### src/hw/rtl/dsa_pkg.sv
// Shared types and constants for the decimal scale alignment block.
// Used by dsa_ctrl, dsa_datapath and the top level; depends on nothing.
`default_nettype none

package dsa_pkg;

    localparam int unsigned MANT_W      = 96;
    localparam int unsigned WORD_W      = 32;
    localparam int unsigned SCALE_W     = 5;
    localparam int unsigned DEF_MAX_SCALE = 28;

    // floor(2**35 / 10); quotient estimate is at most two below the true one
    localparam logic [31:0] DIV_RECIP = 32'd3435973836;
    localparam int unsigned DIV_SHIFT = 35;

    localparam logic [3:0] DIGIT_HALF = 4'd5;

    typedef enum logic [2:0] {
        ST_IDLE,
        ST_ALIGN,
        ST_DIVIDE,
        ST_ROUND,
        ST_DONE
    } dsa_state_t;

    typedef struct packed {
        logic load;
        logic mul_step;
        logic div_start;
        logic div_step;
        logic round;
        logic out_load;
    } dsa_cmd_t;

    typedef struct packed {
        logic scales_equal;
        logic mul_ovf;
    } dsa_status_t;

endpackage

`default_nettype wire

### src/hw/rtl/dsa_ctrl.sv
// Controller state machine for the decimal scale alignment block.
// Depends on dsa_pkg; drives dsa_datapath through command and status structs.
`default_nettype none

module dsa_ctrl (
    input  wire logic                 aclk,
    input  wire logic                 aresetn,
    input  wire logic                 s_valid,
    output logic                      s_ready,
    output logic                      m_valid,
    input  wire logic                 m_ready,
    input  wire dsa_pkg::dsa_status_t status,
    output dsa_pkg::dsa_cmd_t         cmd
);

    dsa_pkg::dsa_state_t state_reg, state_next;
    logic                out_valid_reg, out_valid_next;
    logic                out_free;

    assign out_free = !out_valid_reg || m_ready;
    assign m_valid  = out_valid_reg;

    always_ff @(posedge aclk) begin
        if (!aresetn) begin
            state_reg     <= dsa_pkg::ST_IDLE;
            out_valid_reg <= 1'b0;
        end else begin
            state_reg     <= state_next;
            out_valid_reg <= out_valid_next;
        end
    end

    always_comb begin
        state_next = state_reg;
        cmd        = '0;
        s_ready    = 1'b0;
        case (state_reg)
            dsa_pkg::ST_IDLE: begin
                s_ready = 1'b1;
                if (s_valid) begin
                    cmd.load   = 1'b1;
                    state_next = dsa_pkg::ST_ALIGN;
                end
            end
            dsa_pkg::ST_ALIGN: begin
                if (status.scales_equal) begin
                    state_next = dsa_pkg::ST_DONE;
                end else if (status.mul_ovf) begin
                    // lower-scale operand is full: divide the other one down
                    cmd.div_start = 1'b1;
                    state_next    = dsa_pkg::ST_DIVIDE;
                end else begin
                    cmd.mul_step = 1'b1;
                end
            end
            dsa_pkg::ST_DIVIDE: begin
                if (status.scales_equal) begin
                    state_next = dsa_pkg::ST_ROUND;
                end else begin
                    cmd.div_step = 1'b1;
                end
            end
            dsa_pkg::ST_ROUND: begin
                cmd.round  = 1'b1;
                state_next = dsa_pkg::ST_DONE;
            end
            dsa_pkg::ST_DONE: begin
                if (out_free) begin
                    cmd.out_load = 1'b1;
                    state_next   = dsa_pkg::ST_IDLE;
                end
            end
            default: begin
                state_next = dsa_pkg::ST_IDLE;
            end
        endcase
    end

    always_comb begin
        if (cmd.out_load) begin
            out_valid_next = 1'b1;
        end else if (m_ready) begin
            out_valid_next = 1'b0;
        end else begin
            out_valid_next = out_valid_reg;
        end
    end

endmodule

`default_nettype wire

### config.mk
export PLATFORM = sky130hd
export DESIGN_NAME = dsa_ctrl
export DESIGN_NICKNAME = d
export VERILOG_FILES = /design/src/hw/rtl/dsa_pkg.sv /design/src/hw/rtl/dsa_ctrl.sv
export SDC_FILE = /design/constraint.sdc
export NUM_CORES = 1
export LEC_CHECK = 0
export BUFFER_PORTS_ARGS = -buffer_cell sky130_fd_sc_hd__buf_4
export CAP_MARGIN = 0
export CELL_PAD_IN_SITES_DETAIL_PLACEMENT = 1
export CELL_PAD_IN_SITES_GLOBAL_PLACEMENT = 2
export CORE_MARGIN = 4
export CORE_UTILIZATION = 20
export DETAILED_ROUTE_END_ITERATION = 12
export PLACE_DENSITY = 0.76
export SYNTH_ARGS = -nofsm -noshare
export SYNTH_HDL_FRONTEND = slang
export SYNTH_SLANG_ARGS = --single-unit
### constraint.sdc
create_clock -name aclk -period 1.45 [get_ports aclk]
set_input_delay 0 -clock aclk [delete_from_list [all_inputs] [get_ports aclk]]
set_output_delay 0 -clock aclk [all_outputs]
set_load 0.1 [all_outputs]
==> impl_metrics.py <==
metrics = {
    "route": {
        "wl_per_cell_um": 12.7,
        "drtIter0Drc": 2,
        "drt_pre_antenna_iters": 3,
        "drcViolationCount": 0,
        "via_per_inst": 4.70,
        "vias": 282,
        "drt_wl_total_um": 761,
        "postRouteAntennaNets": 0,
    },
    "synth": {
        "synth-edff-count": 0,
        "synth_top_area_frac": 0.308,
        "synth_seq_area_share": 0.308,
        "async_flop_share": 0,
        "synth_nets": 36,
        "synth_common_cells": "dfxtp_1, nand2b_1",
        "syn-cell-area_sq_um": 260,
        "syn_avg_cell_area_sq_um": 8.68,
        "yosys.area.top_type": "dfxtp_1",
        "synth.distinct_cells": 21,
        "synth_area_leaders": "dfxtp_1, nand2b_1, nor4_1",
        "synth.most_common_cell": "dfxtp_1",
        "yosysWarnings": 0,
        "synth_ff_type": "dfxtp_1",
        "syn_inst": 30,
        "yosys_register_bits": 4,
    },
    "layout": {
        "final_nets": 54,
        "register_area_sq_um": 83.8,
        "fillers": 136,
        "final_area_sq_um": 493,
        "largest_reg_flops": 3,
        "multi_input_area_sq_um": 233,
        "diodes": 0,
        "stdcell_count": 60,
        "drive_gt1_frac": 0.674,
        "area_growth_pct": 89.4,
    },
    "sta": {
        "final.setup_skew_ns": 0.00295,
        "slew_headroom": 0.815,
        "timing.setup.tns_ns": 0,
        "slew_violations": 0,
        "period_share": 0.938,
        "setup_viol": 0,
        "hold_viol_final": 0,
        "grt_setup_unrepaired": "false",
        "worst_pin_slew_ns": 0.280,
        "fmax_mhz": 735,
        "period_needed_ns": 1.36,
    },
    "grt": {
        "grtUsageMet1": 0.101,
        "grt_max_degree": 9,
        "antenna_found_initial": 0,
        "grt_pass1_vias": 264,
        "grt_pass1_wl_mm": 1.19,
        "grt_busiest_layer": "met2",
        "use_met2": 0.131,
        "grt_remaining_overflow": 0,
        "grt_use_met3": 0.0285,
        "track_usage": 0.0854,
    },
    "setup_path": {
        "end_kind": "output port",
        "critPathArrivalTime_ns": 1.36,
        "cp_slowest_cell": "or3b_4",
        "worstPathRequired_ns": 1.45,
        "crit_chain": "or3b_4 -> nor2b_4 -> buf_12",
        "start_kind": "flip-flop",
        "crit_type": "reg -> out",
        "max_stage_delay_ns": 0.44,
        "path_max_fanout": 8,
    },
    "pwr": {
        "peakVddDrop_mv": 0.441,
        "p_per_area_mw_per_mm2": 873,
        "leakage_nw": 0.196,
    },
    "clocking": {
        "postCtsSetupBuffers": 0,
        "cts_made_buffers": 3,
        "htree_num_levels": 1,
        "cts_tree": "built",
        "clk_pin_slew_ns": 0.04,
        "clock_sink_count": 4,
        "cts_buffer_depth": 2,
        "cts_root_buffer": "clkbuf_4",
        "clkLatencyLatePin_ns": 0.23,
    },
    "floorplan": {
        "die_area_sq_mm": 0.00194,
        "ios": 14,
        "rows": 12,
        "core_area_sq_mm": 0.00117,
        "die_w_um": 44.1,
        "start_util": 0.222,
        "die_h_um": 44.1,
    },
    "placed_design": {
        "io_buffer_count": 13,
        "gp_congestion": 0.786,
        "placed_cell_area_sq_um": 443,
        "placed_cells": 57,
    },
    "run": {
        "maxCapViolCount": 0,
    },
    "min_path": {
        "min_path_type": "in -> reg",
    },
    "run_status": {
        "status": "finished, final reports clean",
    },
}
[timing repair]
action | CTS | global route
endpoints found under the setup margin | 1 | 2
cloned | 0 | 0
hold buffers | 0 | 0
resized for setup | 2 | 6
pin swaps | 0 | 0
[per-layer routing]
metal / wire [um] / part of all wire
met5: 0 / 0
met4: 0 / 0
met3: 43 / 0.057
met2: 389 / 0.51
met1: 327 / 0.43
[cell type report]
class,count,share of cell area
clock buffer,3,0.0457
inverter,2,0.0152
tap,14,0.0355
timing repair buffer,15,0.261
multi-input combinational,22,0.472
sequential,4,0.170
[where the power goes]
part	leakage [nW]	switching, mW	internal (mW)	total (mW)
registers	0.0339	0.0124	0.117	0.130
logic	0.148	0.117	0.0549	0.172
clock network	0.0138	0.0371	0.0920	0.129
total	0.196	0.166	0.264	0.430
[path summary, 6_finish.rpt]
path | start | to | slack [ns] | cells past startpoint
min | aresetn | m_valid$_SDFFE_PN0P_ | 0.05 | 3
min reg2reg | m_valid$_SDFFE_PN0P_ | state_reg[2]$_SDFFE_PN0P_ | 0.52 | 2
max | state_reg[0]$_SDFFE_PN0P_ | cmd[0] | 0.09 | 3
max reg2reg | state_reg[0]$_SDFFE_PN0P_ | state_reg[0]$_SDFFE_PN0P_ | 0.29 | 2
[worst max-delay path: cells and delay by family, from the launching register on]
kind | cells | cell delay, ns
and+or+nand+nor | 2 | 0.58
DFF | 1 | 0.38
buffers and inverters | 1 | 0.18
[per-stage QoR]
stage / utilization / hold WS (ns) / setup slack, ns / power (mW)
3_5_place_dp: 0.378 / 0.288 / 0.219 / 0.298
2_1_floorplan: - / 0.111 / -0.273 / 0.256
4_1_cts: 0.402 / 0.0483 / 0.00211 / 0.434
5_1_grt: 0.421 / 0.0640 / 0.0168 / 0.459
6_report: 0.421 / 0.0503 / 0.0897 / 0.430
3_3_place_gp: 0.378 / 0.276 / 0.243 / 0.296
[kinds of logic (layout without fill, tap and decap cells)]
group | Yosys count | after routing | share of synthesized area
AND/OR/NAND/NOR | 17 | 17 | 0.457
AO/OA/AOI/OAI | 4 | 4 | 0.0962
flip-flops | 4 | 4 | 0.308
buffers and inverters | 4 | 20 | 0.101
multiplexers | 1 | 1 | 0.0385
[layout by cell type (no fill, tap or decap), drive strengths merged]
cell	synthesis	final
nor3	1	1
nand2b	3	3
nor2b	1	1
or3b	2	2
buf	2	15
or2b	1	1
o22ai	1	1
nor4b	1	1
o32ai	1	1
or4b	1	1
nand3b	1	1
clkbuf	0	3
nand4bb	1	1
nor2	2	2
and2	1	1
a21oi	2	2
nor4	2	2
dfxtp	4	4
inv	2	2
mux2i	1	1
Power figures use the tool's default switching activity.
